[src/rtl/fpa_pkg.sv]
// ---------------------------------------------------------------------------
// fpa_pkg: shared types and codes of the fixed-point operator ALU
// Operator codes, status codes, word structs and the lane control word that
// travels down the divider cell chain.
// ---------------------------------------------------------------------------
package fpa_pkg;

   // operator codes
   localparam logic [4:0] OP_ADD  = 5'd0;
   localparam logic [4:0] OP_SUB  = 5'd1;
   localparam logic [4:0] OP_MUL  = 5'd2;
   localparam logic [4:0] OP_DIV  = 5'd3;
   localparam logic [4:0] OP_MOD  = 5'd4;
   localparam logic [4:0] OP_AND  = 5'd5;
   localparam logic [4:0] OP_OR   = 5'd6;
   localparam logic [4:0] OP_XOR  = 5'd7;
   localparam logic [4:0] OP_NOT  = 5'd8;
   localparam logic [4:0] OP_NEG  = 5'd9;
   localparam logic [4:0] OP_LNOT = 5'd10;
   localparam logic [4:0] OP_EQ   = 5'd11;
   localparam logic [4:0] OP_NE   = 5'd12;
   localparam logic [4:0] OP_LT   = 5'd13;
   localparam logic [4:0] OP_GT   = 5'd14;
   localparam logic [4:0] OP_LE   = 5'd15;
   localparam logic [4:0] OP_GE   = 5'd16;

   // status codes
   localparam logic [1:0] ST_OK       = 2'd0;
   localparam logic [1:0] ST_OVERFLOW = 2'd1;
   localparam logic [1:0] ST_DIVZERO  = 2'd2;

   // how the output stage finishes a word
   typedef enum logic [1:0] {
      SEL_PASS,
      SEL_MUL,
      SEL_DIV,
      SEL_MOD
   } sel_type;

   typedef struct packed {
      logic        [4:0]  kind;
      logic signed [31:0] operand_a;
      logic signed [31:0] operand_b;
   } req_type;

   typedef struct packed {
      logic signed [31:0] result;
      logic        [1:0]  status;
   } rsp_type;

   // control word carried alongside the divider lane
   typedef struct packed {
      sel_type            sel;
      logic               neg_q;
      logic               neg_r;
      logic signed [63:0] prod;
      rsp_type            rsp;
   } ctrl_type;

endpackage

[src/rtl/fpa_cell.sv]
// ---------------------------------------------------------------------------
// fpa_cell: one restoring-division step
// Shifts one dividend bit into the partial remainder, subtracts the divisor
// where it fits and shifts the quotient bit in; registers everything.
// ---------------------------------------------------------------------------
module fpa_cell #(
   parameter int QW = 44
) (
   input  logic              clock,
   input  logic              reset,
   input  logic              valid_in,
   input  fpa_pkg::ctrl_type ctrl_in,
   input  logic [QW-1:0]     dq_in,
   input  logic [31:0]       rem_in,
   input  logic [31:0]       dvs_in,
   output logic              valid_out,
   output fpa_pkg::ctrl_type ctrl_out,
   output logic [QW-1:0]     dq_out,
   output logic [31:0]       rem_out,
   output logic [31:0]       dvs_out
);
   import fpa_pkg::*;

   logic          valid_ff;
   ctrl_type      ctrl_ff;
   logic [QW-1:0] dq_ff, dq_in_w;
   logic [31:0]   rem_ff, rem_in_w, dvs_ff;
   logic [32:0]   shifted, diff;
   logic          fits;

   // trial subtract of the divisor from the shifted remainder
   always_comb begin
      shifted  = {rem_in, dq_in[QW-1]};
      diff     = shifted - {1'b0, dvs_in};
      fits     = shifted >= {1'b0, dvs_in};
      rem_in_w = fits ? diff[31:0] : shifted[31:0];
      dq_in_w  = {dq_in[QW-2:0], fits};
   end

   always_ff @(posedge clock) begin
      if (reset) begin
         valid_ff <= 1'b0;
      end else begin
         valid_ff <= valid_in;
      end
      ctrl_ff <= ctrl_in;
      dq_ff   <= dq_in_w;
      rem_ff  <= rem_in_w;
      dvs_ff  <= dvs_in;
   end

   assign valid_out = valid_ff;
   assign ctrl_out  = ctrl_ff;
   assign dq_out    = dq_ff;
   assign rem_out   = rem_ff;
   assign dvs_out   = dvs_ff;
endmodule

[config.mk]
export PLATFORM = sky130hd
export DESIGN_NAME = fpa_cell
export DESIGN_NICKNAME = d
export VERILOG_FILES = /design/src/rtl/fpa_pkg.sv /design/src/rtl/fpa_cell.sv
export SDC_FILE = /design/constraint.sdc
export NUM_CORES = 1
export LEC_CHECK = 0
export ABC_AREA = 1
export ABC_CLOCK_PERIOD_IN_PS = 1700
export BUFFER_PORTS_ARGS = -buffer_cell sky130_fd_sc_hd__buf_2
export CORE_MARGIN = 10
export CORE_UTILIZATION = 25
export CTS_CLUSTER_DIAMETER = 60
export DETAILED_ROUTE_END_ITERATION = 10
export PLACE_DENSITY = 0.57
export SYNTH_ARGS = -nofsm -noshare
export SYNTH_HDL_FRONTEND = slang
export SYNTH_SLANG_ARGS = --single-unit
export TNS_END_PERCENT = 10
[constraint.sdc]
create_clock -name clock -period 1.7 [get_ports clock]
set_input_delay 0.085 -clock clock [delete_from_list [all_inputs] [get_ports clock]]
set_output_delay 0.085 -clock clock [all_outputs]
set_load 0.02 [all_outputs]
==> results of run 1 <==
## power groups by stage
| stage | clock [mW] | sequential [mW] | combinational, mW |
|---|---|---|---|
| CTS | 5.90 | 5.41 | 3.08 |
| finish | 5.77 | 5.43 | 3.07 |
| global placement | 0 | 5.51 | 2.65 |
| global route | 6.10 | 5.46 | 3.35 |
| detailed placement | 0 | 5.52 | 2.67 |
| floorplan | 0 | 6.02 | 0.857 |
## flip-flops by register name, indices dropped and copies added, names as in the netlist
name,cells
ctrl_out,102
dq_out,44
dvs_out,32
rem_out,32
valid_out,1
## final timing paths
check,from,end,slack [ns],depth (start not counted)
worst max-delay path,dq_in[43],rem_out[28],0.21,14
worst min-delay path,dvs_in[1],rem_out[1],0.05,5
## final cells by class
cell class / count / area (sq um) / share of cell area (%)
multi-input cells: 492 / 2469 / 17.95
well taps: 384 / 480.5 / 3.493
repair buffers: 746 / 5097 / 37.06
flip-flops and latches: 211 / 4224 / 30.71
inverters: 153 / 576.8 / 4.194
diodes: 4 / 10.01 / 0.07277
clock buffers: 34 / 709.4 / 5.158
clock inverters: 10 / 187.7 / 1.365
## metal layers
layer	global-route usage (%)	vias up
met2	33.94	287
met3	5.193	74
met5	0	-
met4	8.173	2
met1	17.75	3564
li1	-	4130
## what timing repair did
action	CTS	global route
resized for setup	0	0
hold buffers	212	0
endpoints found under the hold margin	210	0
## cell families after synthesis
kind of cell / after synthesis
AO/OA/AOI/OAI: 25
XOR/XNOR: 14
adder cells (fa/ha/maj): 33
buffers and inverters: 160
flip-flops: 211
AND/OR/NAND/NOR: 420
## placed cells by master (no fill, tap or decap), types with 5 or more instances in the layout
master,count
nand2_2,11
a21oi_1,21
xor2_1,13
nor3_1,6
clkbuf_16,25
nand3b_1,10
nand3_1,37
buf_4,109
buf_2,423
and2_1,8
nand2_1,297
clkbuf_8,5
dlygate4sd3_1,212
nor2_1,35
ha_1,32
nor2_2,6
inv_1,151
dfxtp_1,211
==> impl_metrics.csv, run 1 <==
group,metric,value,unit
outcome,status,"finished, final reports clean",
worst_setup_path,required,2.12,ns
grt,grt_pass1_wl,51310,um
synthesis,ys_seq_elements,211,
sta,drv_slew,0,
power,sw_frac_of_total,28.04,%
synthesis,synth_cells,863,
synthesis,synthArstFlopShare,0,%
worst_setup_path,crit_family,"simple AND/OR/NAND/NOR gates",
synthesis,syn-cell-area,7342,sq um
grt,gr-usage-all-layers,17.99,%
power,p_total,14.26,mW
route,drc,0,
worst_setup_path,critPathMaxFanout,3,
floorplan,initial_core_util,25.44,%
synthesis,synth_common_cells,"297 x nand2_1, 211 x dfxtp_1, 151 x inv_1, 37 x nand3_1, 35 x nor2_1",
power,p_seq_share,38.0,%
clocking,cts_buffers,25,
worst_setup_path,cp-end-kind,"flip-flop",
placement,place_area,10730,sq um
placement,dp_slack,-0.3909,ns
synthesis,synth_edf_count,0,
route,vias,8057,
cells_and_area,fin_nets,1875,
cells_and_area,final_core_util,47.66,%
clocking,cts_buffer_depth,3,
worst_setup_path,critPathLaunchType,"primary input",
synthesis,synthTopCellsByArea,"dfxtp_1 58%, nand2_1 15%, inv_1 7.7%, ha_1 5.5%, nand3_1 2.5%",
placement,dp_hpwl,25300,um
synthesis,synth.avg_cell_area,8.508,sq um
power,p_per_area,1037,nW/um^2
power,ir_worst_vdd,0.0006533,V
worst_setup_path,cp.arrival,1.91,ns
worst_setup_path,cpMostUsedCell,"nand2_1",
grt,grt_overflow,0,
route,wl_met1,12270,um
clocking,h-tree-depth,1,
power,power_frac_comb,21.5,%
power,p_sw,3.998,mW
clocking,root_buffer,"clkbuf_16",
floorplan,rows,62,
floorplan,core_area,28860,sq um
clocking,clk_pin_slew,0.06,ns
floorplan,die_x,191.4,um
sta,setup_ws,0.2132,ns
sta,worstMarginPinSlew,0.4152,ns
placement,io_buffers,423,
route,dr_wl_met2,18040,um
grt,grt_antenna_before_repair,4,
worst_hold_path,min_path_type,"in -> reg",
flow_run,max_cap_viol_count,0,
cells_and_area,final_layout_size_suffix_gt1_share,36.51,%
worst_setup_path,critPathKind,"in -> reg",
route,dr_wl_met3,2531,um
synthesis,synth_xor_area_share,1.670,%
synthesis,synth-simple-area-share,24.45,%
sta,fin_crit,1.487,ns
synthesis,yosysMostFrequentCell,"nand2_1",
synthesis,synth_top_family_by_area,"simple AND/OR/NAND/NOR gates",
synthesis,synth_seq_area_share,57.53,%
power,leakage,7.462,nW
grt,grt_pass1_vias,8671,
cells_and_area,fin_area,13750,sq um
clocking,post-cts-setup-buffers,0,
route,post_drt_wl_per_cell,16.91,um
worst_setup_path,path_buf_inv,3,
sta,rsz0062_at_grt,"no",
synthesis,ys_types,27,
synthesis,synth_fa_ha_area_share,5.726,%
sta,relSlewSlack,72.32,%
placement,globalplace.congestion,0.9047,
synthesis,yosysTopAreaCell,"dfxtp_1",
synthesis,synth-compound-area-share,1.772,%
power,power_frac_clock,40.4,%
synthesis,yosys_warnings,0,
clocking,numClockSinks,211,
route,first_iter_violations,252,
sta,hold_ws,0.05345,ns
route,top_layer,"met5",
route,postRouteAntennaNets,0,
sta,hold_viol_final,0,
floorplan,fp.dieH,191.4,um
cells_and_area,fillers,2733,
worst_setup_path,cpMaxStageDelayCell,"fa_1",
worst_setup_path,cp_slowest_stage_delay,0.41,ns
floorplan,die_area,36620,sq um
synthesis,ys.flop_type,"dfxtp_1",
synthesis,synth_top_area_share,57.53,%
cells_and_area,area_growth,87.34,%
placement,dp.cells,1774,
sta,max_freq,672.6,MHz
route,dr.pass1.iters,5,
cells_and_area,post_layout_nonfiller_instances,2034,
route,routed_wl,34390,um
clocking,cts_tree,"built",
worst_setup_path,path_cells,"buf_2 > inv_1 > ha_1 > fa_1 > inv_1 > nand3_1 > nand3_1 > nand3_1 > nand2_1 > nand2_1 > nand2_1 > nand2_1 > nand3_1 > nand2_1",
sta,setup_viol,0,
sta,fin_crit_sh,87.46,%
synthesis,syn_nets,1109,
grt,grt_max_degree,31,
power,power.internal,10.26,mW
route,vias_per_cell,3.961,
sta,setup_tns,0,ns
floorplan,ios,424,
synthesis,synthMuxAreaShare,0,%
(Power assumes the default switching activity.)
==> run 2, diff against run 1 <==
--- a/config.mk
+++ b/config.mk
@@ -6,13 +6,13 @@
 export NUM_CORES = 1
 export LEC_CHECK = 0
 export ABC_AREA = 1
-export ABC_CLOCK_PERIOD_IN_PS = 1700
+export ABC_CLOCK_PERIOD_IN_PS = 1800
 export BUFFER_PORTS_ARGS = -buffer_cell sky130_fd_sc_hd__buf_2
 export CORE_MARGIN = 10
 export CORE_UTILIZATION = 25
 export CTS_CLUSTER_DIAMETER = 60
 export DETAILED_ROUTE_END_ITERATION = 10
-export PLACE_DENSITY = 0.57
+export PLACE_DENSITY = 0.56
 export SYNTH_ARGS = -nofsm -noshare
 export SYNTH_HDL_FRONTEND = slang
 export SYNTH_SLANG_ARGS = --single-unit
==> constraint.sdc (replaced) <==
create_clock -name clock -period 1.8 [get_ports clock]
set_input_delay 0.09 -clock clock [delete_from_list [all_inputs] [get_ports clock]]
set_output_delay 0.09 -clock clock [all_outputs]
set_load 0.02 [all_outputs]
==> run 2 against run 1 <==
Compared with the run above:
- non-clock buffer count fell by 9
- clock power fell by 10%
- sequential cell count did not move
- critical path depth did not move
- sequential power fell by 5.7%
- combinational power fell by 6%
- critical path type unchanged
- largest cell class unchanged
- largest power group unchanged
==> impl_metrics.csv, run 2 (synthesis gave the netlist of run 1 again) <==
group,metric,value,unit
worst_setup_path,cp-end-kind,"flip-flop",
flow_run,max_cap_viol_count,0,
route,drc,0,
clocking,h-tree-depth,1,
placement,dp_hpwl,25370,um
sta,relSlewSlack,69.91,%
placement,dp.cells,1765,
sta,max_freq,647.6,MHz
grt,grt_pass1_wl,50800,um
cells_and_area,final_common_cell,"buf_2",
worst_setup_path,critPathLaunchType,"primary input",
floorplan,fp.dieH,191.4,um
worst_hold_path,min_path_cells,5,
route,routed_wl,34170,um
route,first_iter_violations,295,
power,leakage,7.408,nW
cells_and_area,multi_input_area,2469,sq um
grt,grt_max_degree,36,
sta,hold_viol_final,0,
clocking,clk_pin_slew,0.06,ns
cells_and_area,seqCellArea,4224,sq um
floorplan,die_x,191.4,um
sta,fin_crit_sh,85.79,%
floorplan,initial_core_util,25.44,%
clocking,post-cts-setup-buffers,0,
worst_setup_path,cp.arrival,1.96,ns
clocking,cts_tree,"built",
clocking,cts_buffer_depth,3,
floorplan,rows,62,
route,post_drt_wl_per_cell,16.83,um
cells_and_area,area_growth,85.99,%
placement,dp_slack,-0.2989,ns
route,vias_per_cell,4.043,
power,p_per_area,964.3,nW/um^2
route,postRouteAntennaNets,0,
cells_and_area,fin_nets,1867,
worst_setup_path,required,2.21,ns
worst_setup_path,critPathKind,"in -> reg",
grt,grt_pass1_vias,8685,
placement,io_buffers,423,
floorplan,core_area,28860,sq um
grt,grt_overflow,0,
route,vias,8208,
clocking,numClockSinks,211,
sta,setup_tns,0,ns
floorplan,ios,424,
clocking,root_buffer,"clkbuf_16",
sta,worstMarginPinSlew,0.4479,ns
outcome,status,"finished, final reports clean",
worst_setup_path,critPathMaxFanout,3,
route,dr.pass1.iters,5,
power,ir_worst_vdd,0.0007188,V
sta,rsz0062_at_grt,"no",
cells_and_area,fillers,2789,
sta,setup_ws,0.2558,ns
placement,globalplace.congestion,0.8726,
clocking,ctsResizeCount,0,
sta,drv_slew,0,
grt,grt_antenna_before_repair,8,
grt,gr-usage-all-layers,17.76,%
cells_and_area,final_cell_mix,"423 x buf_2, 297 x nand2_1, 212 x dlygate4sd3_1",
clocking,cts_buffers,26,
sta,setup_viol,0,
floorplan,die_area,36620,sq um
sta,fin_crit,1.544,ns
cells_and_area,post_layout_nonfiller_instances,2030,
cells_and_area,largest_register_ffs,102,
power,p_total,13.17,mW
worst_hold_path,min_path_type,"in -> reg",
cells_and_area,final_layout_size_suffix_gt1_share,36.36,%
run 2: cell count changes in the layout (fill, tap and decap cells not counted):
cell and delta:
diode_2 +3, clkbuf_8 -1, inv_16 -1, bufinv_16 -3, clkinv_4 -1, buf_12 -1
buf_4 -8, clkbuf_1 -2, inv_8 +2, clkinv_8 +1, clkbuf_16 +2, clkinv_2 +5
run 2: power by group:
part	switching, mW	total, mW	internal, mW
Sequential	0.0928	5.12	5.03
Clock	2.08	5.17	3.08
Combinational	1.60	2.88	1.28
Total	3.77	13.2	9.40
run 2: repair_timing:
| action | in CTS | in global routing |
|---|---|---|
| hold buffers | 212 | 0 |
| endpoints found under the hold margin | 210 | 0 |
| endpoints found under the setup margin | 0 | 0 |
run 2: final cells by class:
cell class	instances	share of cell area, %
sequential	211	30.93
clock inverter	13	0.9712
multi-input combinational	492	18.08
inverter	153	4.224
clock buffer	33	5.406
timing repair buffer	737	36.74
antenna	7	0.1283
tap	384	3.518
run 2: critical path, cell delays in order:
cell and delay [ns]:
buf_2 0.08, inv_1 0.04, ha_1 0.25, fa_1 0.42, inv_1 0.12, nand3_1 0.08, nand3_1 0.14, nand2_1 0.07
nand3_1 0.21, nand3_1 0.17, nand2_1 0.10, nand2_1 0.05, nand3_1 0.09, nand2_1 0.06
run 2: per-stage QoR:
stage	instance area [sq um]	util [%]	hold WS (ns)
floorplan	7342	-	0.1177
global placement	10650	36.89	0.1928
detailed placement	10650	36.89	0.1940
CTS	13640	47.26	0.06316
global route	13650	47.30	0.1076
finish	13660	47.32	0.08699
run 2: path summary, 6_finish.rpt:
path                       from          end  slack (ns)
worst max-delay path  dq_in[43]  rem_out[16]        0.26
worst min-delay path  rem_in[5]   rem_out[6]        0.09
run 2: layer usage:
layer	routed length, um	share of wire [%]	up-vias	track usage, %
met3	2408	7.0	72	4.719
met2	18370	54	288	33.94
met4	1234	3.6	2	7.873
li1	-	-	4112	-
met5	13	0.038	-	0
met1	12130	36	3734	17.49
